## src/hw/rtl/kwsm_pkg.sv

```systemverilog
// Shared types and constants for the k-way sorted merge block.
`timescale 1ns / 1ps
`default_nettype none

package kwsm_pkg;

  // Fixed field widths of the block's ports.
  localparam int ID_W  = 3;
  localparam int VAL_W = 32;
  localparam int CFG_W = 4;

  // Upper bounds on the list geometry, used to size the command word.
  localparam int MAX_LISTS = 8;
  localparam int LEN_W     = 4;
  localparam int POS_W     = 3;
  localparam int TOT_W     = 7;

  // Reset value of the list count register.
  localparam logic [CFG_W-1:0] LIST_COUNT_RESET = 4'd8;

  // Command queue geometry between the front and back parts.
  localparam int QUEUE_DEPTH = 2;
  localparam int QPTR_W      = 1;
  localparam int QCNT_W      = 2;

  // One classified input transaction as handed from front to back.
  typedef struct packed {
    logic                              write;
    logic                              done;
    logic                              drop;
    logic [ID_W-1:0]                   id;
    logic [POS_W-1:0]                  pos;
    logic [VAL_W-1:0]                  value;
    logic [MAX_LISTS-1:0][LEN_W-1:0]   lens;
    logic [TOT_W-1:0]                  total;
  } cmd_t;

  // Queue status seen by the front part.
  typedef struct packed {
    logic valid;
    logic full;
  } queue_stat_t;

  // Front part status: running batch size and drop flag.
  typedef struct packed {
    logic [TOT_W-1:0] total;
    logic             dropped;
  } front_stat_t;

endpackage

`default_nettype wire

```

## src/hw/rtl/k_way_sorted_merge.sv

```systemverilog
// Top level of the k-way sorted merge block.
//
//   Channel   Direction  Handshake             Payload
//   ------    ---------  --------------------  ------------------------------------------
//   input     in         in_valid / in_ready   list_id, elem_value, load_done
//   output    out        out_valid / out_ready merged_value, source_list, final_result,
//                                              dropped_any
//   config    in         cfg_wr_en             cfg_wr_data (list_count)
//
// Loading takes one transaction per cycle while the two-entry command queue has room.
// For each merged result the head scan visits one list per cycle through the element
// store's single registered read port, then selects and emits.
// While a merge runs the queue takes up to two transactions of the next batch, then
// in_ready stays low until the merge ends.
// Reset is synchronous; the element store is not cleared and needs no clearing pass.
// A stalled output holds in the result register; the merge waits behind it.
`timescale 1ns / 1ps
`default_nettype none

module k_way_sorted_merge #(
  parameter int NUM_LISTS  = 8,
  parameter int LIST_DEPTH = 8
) (
  input  wire logic                        clk,
  input  wire logic                        rst,
  input  wire logic                        cfg_wr_en,
  input  wire logic [kwsm_pkg::CFG_W-1:0]  cfg_wr_data,
  input  wire logic                        in_valid,
  output logic                             in_ready,
  input  wire logic [kwsm_pkg::ID_W-1:0]   list_id,
  input  wire logic [kwsm_pkg::VAL_W-1:0]  elem_value,
  input  wire logic                        load_done,
  output logic                             out_valid,
  input  wire logic                        out_ready,
  output logic [kwsm_pkg::VAL_W-1:0]       merged_value,
  output logic [kwsm_pkg::ID_W-1:0]        source_list,
  output logic                             final_result,
  output logic                             dropped_any
);

  logic [kwsm_pkg::CFG_W-1:0]  list_count;
  logic                        push;
  logic                        pop;
  kwsm_pkg::cmd_t              front_cmd;
  kwsm_pkg::cmd_t              back_cmd;
  kwsm_pkg::queue_stat_t       q_stat;
  kwsm_pkg::front_stat_t       fr_stat;

  // List count register.
  always_ff @(posedge clk) begin
    if (rst) begin
      list_count <= kwsm_pkg::LIST_COUNT_RESET;
    end else if (cfg_wr_en) begin
      list_count <= cfg_wr_data;
    end
  end

  kwsm_front #(
    .NUM_LISTS  (NUM_LISTS),
    .LIST_DEPTH (LIST_DEPTH)
  ) u_front (
    .clk        (clk),
    .rst        (rst),
    .list_count (list_count),
    .in_valid   (in_valid),
    .in_ready   (in_ready),
    .list_id    (list_id),
    .elem_value (elem_value),
    .load_done  (load_done),
    .q_full     (q_stat.full),
    .push       (push),
    .cmd        (front_cmd),
    .stat       (fr_stat)
  );

  kwsm_queue u_queue (
    .clk     (clk),
    .rst     (rst),
    .push    (push),
    .cmd_in  (front_cmd),
    .pop     (pop),
    .cmd_out (back_cmd),
    .stat    (q_stat)
  );

  kwsm_back #(
    .NUM_LISTS  (NUM_LISTS),
    .LIST_DEPTH (LIST_DEPTH)
  ) u_back (
    .clk          (clk),
    .rst          (rst),
    .q_valid      (q_stat.valid),
    .cmd          (back_cmd),
    .pop          (pop),
    .out_valid    (out_valid),
    .out_ready    (out_ready),
    .merged_value (merged_value),
    .source_list  (source_list),
    .final_result (final_result),
    .dropped_any  (dropped_any)
  );

  // A result always names a list that exists.
  a_source_in_range: assert property (@(posedge clk) disable iff (rst)
    out_valid |-> ({1'b0, source_list} < (kwsm_pkg::ID_W + 1)'(NUM_LISTS)))
    else $error("result names a list that is not built");

  // The final transaction of a batch leaves the front with an empty batch.
  a_front_cleared: assert property (@(posedge clk) disable iff (rst)
    (in_valid && in_ready && load_done) |=> (fr_stat.total == '0 && !fr_stat.dropped))
    else $error("front batch state not cleared after final transaction");

  // A stalled result stays presented with its payload unchanged.
  a_out_hold: assert property (@(posedge clk) disable iff (rst)
    (out_valid && !out_ready) |=> (out_valid && $stable(merged_value) &&
      $stable(source_list) && $stable(final_result) && $stable(dropped_any)))
    else $error("stalled result changed before it was taken");

endmodule

`default_nettype wire

```

## src/hw/rtl/kwsm_front.sv

```systemverilog
// Front part: accepts input transactions, tracks list fill, and classifies each element.
`timescale 1ns / 1ps
`default_nettype none

module kwsm_front #(
  parameter int NUM_LISTS  = 8,
  parameter int LIST_DEPTH = 8
) (
  input  wire logic                        clk,
  input  wire logic                        rst,
  input  wire logic [kwsm_pkg::CFG_W-1:0]  list_count,
  input  wire logic                        in_valid,
  output logic                             in_ready,
  input  wire logic [kwsm_pkg::ID_W-1:0]   list_id,
  input  wire logic [kwsm_pkg::VAL_W-1:0]  elem_value,
  input  wire logic                        load_done,
  input  wire logic                        q_full,
  output logic                             push,
  output kwsm_pkg::cmd_t                   cmd,
  output kwsm_pkg::front_stat_t            stat
);

  localparam int IDX_W = $clog2(NUM_LISTS);

  logic [kwsm_pkg::LEN_W-1:0]                             lens [NUM_LISTS];
  logic [kwsm_pkg::TOT_W-1:0]                             total;
  logic                                                   drop_flag;

  logic [kwsm_pkg::CFG_W-1:0]                             active;
  logic                                                   id_ok;
  logic [IDX_W-1:0]                                       lid;
  logic [kwsm_pkg::LEN_W-1:0]                             cur_len;
  logic                                                   append;
  logic [kwsm_pkg::MAX_LISTS-1:0][kwsm_pkg::LEN_W-1:0]    lens_next;
  logic [kwsm_pkg::TOT_W-1:0]                             total_next;

  // Lists at or above the active count, or beyond the built lists, take nothing.
  assign active  = (list_count > kwsm_pkg::CFG_W'(NUM_LISTS)) ?
                   kwsm_pkg::CFG_W'(NUM_LISTS) : list_count;
  assign id_ok   = ({1'b0, list_id} < active);
  assign lid     = list_id[IDX_W-1:0];
  assign cur_len = id_ok ? lens[lid] : '0;
  assign append  = id_ok && (cur_len < kwsm_pkg::LEN_W'(LIST_DEPTH));

  // Fill counts after this transaction; unbuilt lists read as empty.
  for (genvar g = 0; g < kwsm_pkg::MAX_LISTS; g++) begin : g_len
    if (g < NUM_LISTS) begin : g_used
      assign lens_next[g] = lens[g] +
                            kwsm_pkg::LEN_W'(append && (lid == IDX_W'(g)));
    end else begin : g_unused
      assign lens_next[g] = '0;
    end
  end

  assign total_next = total + kwsm_pkg::TOT_W'(append);

  // Classified command toward the back part.
  always_comb begin
    cmd.write = append;
    cmd.done  = load_done;
    cmd.drop  = drop_flag | ~append;
    cmd.id    = list_id;
    cmd.pos   = cur_len[kwsm_pkg::POS_W-1:0];
    cmd.value = elem_value;
    cmd.lens  = lens_next;
    cmd.total = total_next;
  end

  assign in_ready     = ~q_full;
  assign push         = in_valid & in_ready;
  assign stat.total   = total;
  assign stat.dropped = drop_flag;

  // Batch bookkeeping; the final transaction hands the counts over and clears them.
  always_ff @(posedge clk) begin
    if (rst) begin
      for (int i = 0; i < NUM_LISTS; i++) begin
        lens[i] <= '0;
      end
      total     <= '0;
      drop_flag <= 1'b0;
    end else if (push) begin
      if (load_done) begin
        for (int i = 0; i < NUM_LISTS; i++) begin
          lens[i] <= '0;
        end
        total     <= '0;
        drop_flag <= 1'b0;
      end else begin
        for (int i = 0; i < NUM_LISTS; i++) begin
          lens[i] <= lens_next[i];
        end
        total     <= total_next;
        drop_flag <= cmd.drop;
      end
    end
  end

endmodule

`default_nettype wire

```

## src/hw/rtl/kwsm_queue.sv

```systemverilog
// Two-entry command queue between the front and back parts.
`timescale 1ns / 1ps
`default_nettype none

module kwsm_queue (
  input  wire logic            clk,
  input  wire logic            rst,
  input  wire logic            push,
  input  kwsm_pkg::cmd_t       cmd_in,
  input  wire logic            pop,
  output kwsm_pkg::cmd_t       cmd_out,
  output kwsm_pkg::queue_stat_t stat
);

  kwsm_pkg::cmd_t                entries [kwsm_pkg::QUEUE_DEPTH];
  logic [kwsm_pkg::QPTR_W-1:0]   wr_ptr;
  logic [kwsm_pkg::QPTR_W-1:0]   rd_ptr;
  logic [kwsm_pkg::QCNT_W-1:0]   count;

  assign stat.valid = (count != '0);
  assign stat.full  = (count == kwsm_pkg::QCNT_W'(kwsm_pkg::QUEUE_DEPTH));
  assign cmd_out    = entries[rd_ptr];

  // Payload storage needs no reset.
  always_ff @(posedge clk) begin
    if (push) begin
      entries[wr_ptr] <= cmd_in;
    end
  end

  // Pointers and occupancy.
  always_ff @(posedge clk) begin
    if (rst) begin
      wr_ptr <= '0;
      rd_ptr <= '0;
      count  <= '0;
    end else begin
      if (push) begin
        wr_ptr <= wr_ptr + kwsm_pkg::QPTR_W'(1);
      end
      if (pop) begin
        rd_ptr <= rd_ptr + kwsm_pkg::QPTR_W'(1);
      end
      count <= count + kwsm_pkg::QCNT_W'(push) - kwsm_pkg::QCNT_W'(pop);
    end
  end

endmodule

`default_nettype wire

```

## src/hw/rtl/kwsm_back.sv

```systemverilog
// Back part: element store, lane-by-lane head scan, and the result register.
`timescale 1ns / 1ps
`default_nettype none

module kwsm_back #(
  parameter int NUM_LISTS  = 8,
  parameter int LIST_DEPTH = 8
) (
  input  wire logic                        clk,
  input  wire logic                        rst,
  input  wire logic                        q_valid,
  input  kwsm_pkg::cmd_t                   cmd,
  output logic                             pop,
  output logic                             out_valid,
  input  wire logic                        out_ready,
  output logic [kwsm_pkg::VAL_W-1:0]       merged_value,
  output logic [kwsm_pkg::ID_W-1:0]        source_list,
  output logic                             final_result,
  output logic                             dropped_any
);

  localparam int IDX_W     = $clog2(NUM_LISTS);
  localparam int MEM_DEPTH = NUM_LISTS * LIST_DEPTH;
  localparam int MEM_AW    = $clog2(MEM_DEPTH);

  typedef enum logic [1:0] {
    ST_IDLE,
    ST_SCAN,
    ST_SETTLE,
    ST_EMIT
  } state_t;

  state_t                       state;
  logic [kwsm_pkg::VAL_W-1:0]   mem [MEM_DEPTH];
  logic [kwsm_pkg::VAL_W-1:0]   rd_data;
  logic [kwsm_pkg::LEN_W-1:0]   len [NUM_LISTS];
  logic [kwsm_pkg::LEN_W-1:0]   rp  [NUM_LISTS];
  logic [kwsm_pkg::TOT_W-1:0]   remain;
  logic                         drop_r;
  logic [IDX_W-1:0]             lane;
  logic                         p_valid;
  logic [IDX_W-1:0]             p_lane;
  logic                         found;
  logic [IDX_W-1:0]             best_lane;
  logic [kwsm_pkg::VAL_W-1:0]   best_val;

  logic                         issue_ok;
  logic [MEM_AW-1:0]            issue_addr;
  logic [MEM_AW-1:0]            wr_addr;
  logic                         take_new;
  logic                         out_free;

  // Commands are taken only between merges.
  assign pop = (state == ST_IDLE) && q_valid;

  // Head read for the lane under scan; exhausted lanes point at their first slot.
  assign issue_ok   = (rp[lane] < len[lane]);
  assign issue_addr = MEM_AW'(int'(lane) * LIST_DEPTH + (issue_ok ? int'(rp[lane]) : 0));
  assign wr_addr    = MEM_AW'(int'(cmd.id[IDX_W-1:0]) * LIST_DEPTH + int'(cmd.pos));

  // Strict less-than keeps the lower list on ties, since lanes arrive in order.
  assign take_new = p_valid && (!found || ($signed(rd_data) < $signed(best_val)));
  assign out_free = !out_valid || out_ready;

  // Element store: one write port, one registered read port.
  always_ff @(posedge clk) begin
    if (pop && cmd.write) begin
      mem[wr_addr] <= cmd.value;
    end
    rd_data <= mem[issue_addr];
  end

  // Merge sequencer and result register.
  always_ff @(posedge clk) begin
    if (rst) begin
      state     <= ST_IDLE;
      out_valid <= 1'b0;
      p_valid   <= 1'b0;
      found     <= 1'b0;
      lane      <= '0;
      remain    <= '0;
      drop_r    <= 1'b0;
      for (int i = 0; i < NUM_LISTS; i++) begin
        len[i] <= '0;
        rp[i]  <= '0;
      end
    end else begin
      // The emit state reloads the result register itself when it is taken.
      if (out_valid && out_ready && (state != ST_EMIT)) begin
        out_valid <= 1'b0;
      end

      p_valid <= (state == ST_SCAN) && issue_ok;
      p_lane  <= lane;

      if (take_new) begin
        found     <= 1'b1;
        best_val  <= rd_data;
        best_lane <= p_lane;
      end

      unique case (state)
        ST_IDLE: begin
          if (pop && cmd.done && (cmd.total != '0)) begin
            for (int i = 0; i < NUM_LISTS; i++) begin
              len[i] <= cmd.lens[i];
              rp[i]  <= '0;
            end
            remain <= cmd.total;
            drop_r <= cmd.drop;
            lane   <= '0;
            found  <= 1'b0;
            state  <= ST_SCAN;
          end
        end
        ST_SCAN: begin
          if (lane == IDX_W'(NUM_LISTS - 1)) begin
            lane  <= '0;
            state <= ST_SETTLE;
          end else begin
            lane <= lane + IDX_W'(1);
          end
        end
        ST_SETTLE: begin
          state <= ST_EMIT;
        end
        ST_EMIT: begin
          if (out_free) begin
            out_valid    <= 1'b1;
            merged_value <= best_val;
            source_list  <= kwsm_pkg::ID_W'(best_lane);
            final_result <= (remain == kwsm_pkg::TOT_W'(1));
            dropped_any  <= drop_r;
            for (int i = 0; i < NUM_LISTS; i++) begin
              if (best_lane == IDX_W'(i)) begin
                rp[i] <= rp[i] + kwsm_pkg::LEN_W'(1);
              end
            end
            remain <= remain - kwsm_pkg::TOT_W'(1);
            found  <= 1'b0;
            lane   <= '0;
            state  <= (remain == kwsm_pkg::TOT_W'(1)) ? ST_IDLE : ST_SCAN;
          end
        end
        default: begin
          state <= ST_IDLE;
        end
      endcase
    end
  end

endmodule

`default_nettype wire
```

## config.mk

```make
export PLATFORM = sky130hd
export DESIGN_NAME = k_way_sorted_merge
export DESIGN_NICKNAME = d
export VERILOG_FILES = /design/src/hw/rtl/kwsm_pkg.sv /design/src/hw/rtl/k_way_sorted_merge.sv /design/src/hw/rtl/kwsm_front.sv /design/src/hw/rtl/kwsm_queue.sv /design/src/hw/rtl/kwsm_back.sv
export SDC_FILE = /design/constraint.sdc
export NUM_CORES = 2
export LEC_CHECK = 0
export ABC_AREA = 0
export CAP_MARGIN = 15
export CELL_PAD_IN_SITES_DETAIL_PLACEMENT = 1
export CELL_PAD_IN_SITES_GLOBAL_PLACEMENT = 2
export CORE_MARGIN = 10
export CORE_UTILIZATION = 35
export CTS_CLUSTER_SIZE = 14
export DETAILED_ROUTE_END_ITERATION = 6
export DONT_BUFFER_PORTS = 1
export PLACE_DENSITY_LB_ADDON = 0.25
export SYNTH_ARGS = -nofsm -noshare
export SYNTH_HDL_FRONTEND = slang
export SYNTH_SLANG_ARGS = --single-unit
```

## constraint.sdc

```tcl
create_clock -name clk -period 6.1 [get_ports clk]
set_clock_uncertainty 0.2 [all_clocks]
set_input_delay 0 -clock clk [delete_from_list [all_inputs] [get_ports clk]]
set_output_delay 0 -clock clk [all_outputs]
set_load 0.1 [all_outputs]
```

==> flow_metrics.py <==
metrics = {
    "logic_synthesis": {
        "synthesis.nets": 6352,
        "yosys_warnings": 0,
        "syn_inst": 6233,
        "synth-edff-count": 2371,
        "ys_ff_latch": 2447,
        "syn_area_um2": 96450,
        "async_reset_ff_frac": 0,
        "syn_avg_cell_area_um2": 15.47,
        "synth_cell_types": 71,
        "ys.flop_type": "edfxtp_1",
        "ys_seq_area_frac": 0.7540,
    },
    "global_route": {
        "antenna_found_initial": 37,
        "grt_pass1_wl_um": 467600,
        "grt_pass1_vias": 60040,
        "grt_usage": 0.2178,
        "overflow": 0,
        "grt_max_degree": 126,
    },
    "detailed_routing": {
        "detail_route.iter0.violations": 6956,
        "drc": 0,
        "routed_via_density": 5.690,
        "routed_wirelength_um": 333200,
        "num_vias": 59240,
        "wire_per_inst_um": 32.00,
        "antenna_left": 0,
        "drt_pass1_iterations": 6,
    },
    "worst_setup_path": {
        "r2r_slack_ns": -0.05,
        "path_max_fanout": 24,
        "cp-end-kind": "register",
        "worst_ep_required_time_ns": 6.66,
        "r2r_cells": 15,
        "cp_data_arrival_time_ns": 6.70,
        "crit_type": "reg -> reg",
        "worstSetupStartpointType": "register",
    },
    "floorplanning": {
        "dieWidth_um": 545.0,
        "ioPinCount": 84,
        "die_y_um": 545.0,
        "die-area_um2": 297000,
        "core_um2": 273900,
        "initial_utilization": 0.3522,
        "row_count": 192,
    },
    "job": {
        "cap_viol_max_count": 0,
    },
    "power": {
        "p_int_mw": 32.15,
        "power_density_nw_per_um2": 400.6,
        "netSwitchingFraction": 0.2917,
        "ir_drop_v": 0.0004419,
        "leakage_nw": 38.59,
        "power_mw": 45.39,
        "power.share.clock": 0.364,
        "seqPwrFrac": 0.471,
        "power_frac_comb": 0.165,
        "switchingPower_mw": 13.24,
    },
    "sta": {
        "worst_pin_slew_ns": 1.209,
        "max_clock_freq_mhz": 162.7,
        "final_max_slew_viol_count": 0,
        "worst_slack_ns": -0.04635,
        "period_share": 1.008,
        "layout_min_cycle_time_ns": 6.146,
        "slew_headroom": 0.1852,
        "hold_viol": 0,
        "setup_viol": 1,
    },
    "finish": {
        "layout-drive-gt1-share": 0.1506,
        "seq_area_um2": 72720,
        "multi_input_area_um2": 22510,
        "area_growth_pct": 17.45,
        "final_nets": 6711,
        "utilization": 0.4137,
        "fillCellCount": 27030,
    },
    "clock_tree": {
        "cts_max_level": 5,
        "cts_tree": "done",
        "cts_buffer_depth": 4,
        "cts_buffers": 279,
        "insertion_delay_ns": 0.86,
        "clk_pin_slew_ns": 0.06,
        "post_cts_buffers": 0,
        "clkSinkCount": 2447,
        "cts-root-buf": "clkbuf_16",
    },
    "run_status": {
        "status": "complete, but fails checks",
        "violations": "setup timing",
    },
    "place": {
        "dp.final_hpwl_um": 203800,
        "gp_congestion": 0.8482,
        "io_buffers": 0,
    },
    "worst_hold_path": {
        "holdPathStages": 2,
        "holdCritPathClass": "in -> reg",
    },
}
-- cell usage in the layout (no fill, tap or decap), types with 31 or more instances in the layout --
| master | count |
|---|---|
| clkinv_2 | 41 |
| dfxtp_1 | 75 |
| buf_4 | 316 |
| clkbuf_1 | 48 |
| nand3_1 | 229 |
| a211oi_1 | 71 |
| mux2_2 | 50 |
| buf_12 | 51 |
| inv_1 | 55 |
| a21oi_1 | 347 |
| and3_1 | 42 |
| clkinv_1 | 62 |
| nand2_1 | 934 |
| and2_1 | 31 |
| a31oi_1 | 95 |
| nor3_1 | 44 |
| dlygate4sd3_1 | 95 |
| edfxtp_1 | 2371 |
| mux4_2 | 91 |
| clkbuf_16 | 282 |
| nor2_1 | 116 |
| nor2_4 | 68 |
| ha_1 | 73 |
| o221ai_1 | 97 |
| a221oi_1 | 34 |
| mux2i_1 | 350 |
| o21ai_0 | 206 |
| o22ai_1 | 88 |
-- registers in the layout (all words and copies together), names as in the netlist, 2 cells and up, named ones only --
name / count
u_back.best_lane: 3
u_back.len: 32
u_back.source_list: 3
u_front.lens: 32
u_back.p_lane: 3
u_back.best_val: 32
u_front.total: 7
u_back.merged_value: 32
u_back.rd_data: 32
u_back.mem: 2048
u_queue.entries: 160
u_back.state: 2
u_back.lane: 3
u_queue.count: 2
u_back.remain: 7
u_back.rp: 32
list_count: 4
-- logic make-up (layout without fill, tap and decap cells) --
group	count (synthesis)	count (layout)	synth area share
xor+xnor	45	45	0.004086
compound gates	1179	1179	0.08000
mux	495	495	0.06423
simple gates	1541	1541	0.06787
flops	2447	2447	0.7540
fa+ha+maj	74	74	0.009600
other cells	0	17	0
buf+inv	452	1024	0.02026
-- power by group through the flow --
| stage | logic [mW] | clock network (mW) | registers (mW) |
|---|---|---|---|
| 6_report | 7.48 | 16.5 | 21.4 |
| 4_1_cts | 7.47 | 16.8 | 21.4 |
| 5_1_grt | 7.90 | 17.5 | 21.4 |
| 2_1_floorplan | 3.49 | 0 | 21.3 |
| 3_5_place_dp | 7.37 | 0 | 21.7 |
| 3_3_place_gp | 7.20 | 0 | 21.7 |
-- per-stage QoR --
step           hold WS, ns  setup TNS (ns)  setup slack [ns]  cell area [µm²]  std cells
4_1_cts            0.06355               0           0.06346           113200      10390
2_1_floorplan      -0.1029               0            0.5345            96450       6233
5_1_grt             0.1140        -0.05107          -0.05107           113300      10400
3_5_place_dp       -0.1217               0            0.1110           103400       9803
3_3_place_gp       -0.1271          -5.802            -1.281           103200       9788
6_report            0.1391        -0.04635          -0.04635           113300      10410
-- cell usage after synthesis, types with 9 or more instances --
library cell     n  area share
nand2b_1        12     0.00078
and3_1          44      0.0029
o21ai_0        209       0.011
a31oi_1         96      0.0062
inv_1           56      0.0022
ha_1            74      0.0096
nand3_1        230       0.012
mux2i_1        350       0.036
and2_1          31      0.0020
edfxtp_1      2371        0.74
xor2_1          22      0.0020
a221oi_1        37      0.0034
a311oi_1        21      0.0019
xnor2_1         23      0.0021
buf_2          131      0.0068
mux4_2          91       0.021
buf_4           21      0.0016
nor2b_1         10     0.00065
a21o_1          22      0.0017
dfxtp_1         76       0.016
o41ai_1         15      0.0014
o22ai_1         88      0.0057
nor3_1          45      0.0023
nand2_1        935       0.036
a31o_2           9     0.00082
a221o_1         26      0.0027
o31ai_1         11     0.00086
clkbuf_1       196      0.0076
a211oi_1        72      0.0056
buf_1           43      0.0017
a311o_1         26      0.0027
a2111oi_0       27      0.0025
nor4_1          17      0.0011
nor2_1         186      0.0072
o221ai_1        97      0.0088
a21oi_1        347       0.018
mux2_2          51      0.0060
-- critical path, cell delays in order (launching register included) --
cell      delay, ns
dfxtp_1        0.61
mux4_2         0.62
mux2i_4        0.25
inv_8          0.05
ha_1           0.31
a211o_1        0.34
o21ai_0        0.22
nand2_1        0.25
nor2_4         0.62
buf_12         0.28
nand2_1        0.35
buf_4          0.33
o221ai_1       0.19
a21oi_1        0.14
o21ai_0        0.96
nor4bb_1       0.29
-- cell type report --
cell class | instances | area share
Clock inverter | 151 | 0.01251
Inverter | 59 | 0.002032
Tap cell | 3589 | 0.03964
Sequential cell | 2447 | 0.6419
Multi-Input combinational cell | 3334 | 0.1987
Timing Repair Buffer | 471 | 0.03935
Clock buffer | 343 | 0.06546
Antenna cell | 17 | 0.0003755
-- per-layer routing --
| metal | share of wire | track usage | up-vias |
|---|---|---|---|
| li1 | - | - | 24970 |
| met1 | 0.44 | 0.3136 | 31620 |
| met2 | 0.45 | 0.3399 | 2164 |
| met3 | 0.070 | 0.03662 | 478 |
| met4 | 0.032 | 0.06326 | 10 |
| met5 | 0.00018 | 0 | - |
-- path summary, 6_finish.rpt --
path | startpoint | end
worst max-delay path | register | u_back.rd_data[9]
worst min register to register | u_back.p_lane[2] | u_back.best_lane[2]
worst min-delay path | elem_value[6] | u_queue.entries[0][45]
worst max register to register | register | u_back.rd_data[9]
-- repair_timing --
item | CTS | global route
endpoints found under the hold margin | 522 | 0
endpoints found under the setup margin | 0 | 2
hold buffers | 97 | 0
resized for setup | 0 | 2
No activity file was read; power rests on OpenSTA's default activity.
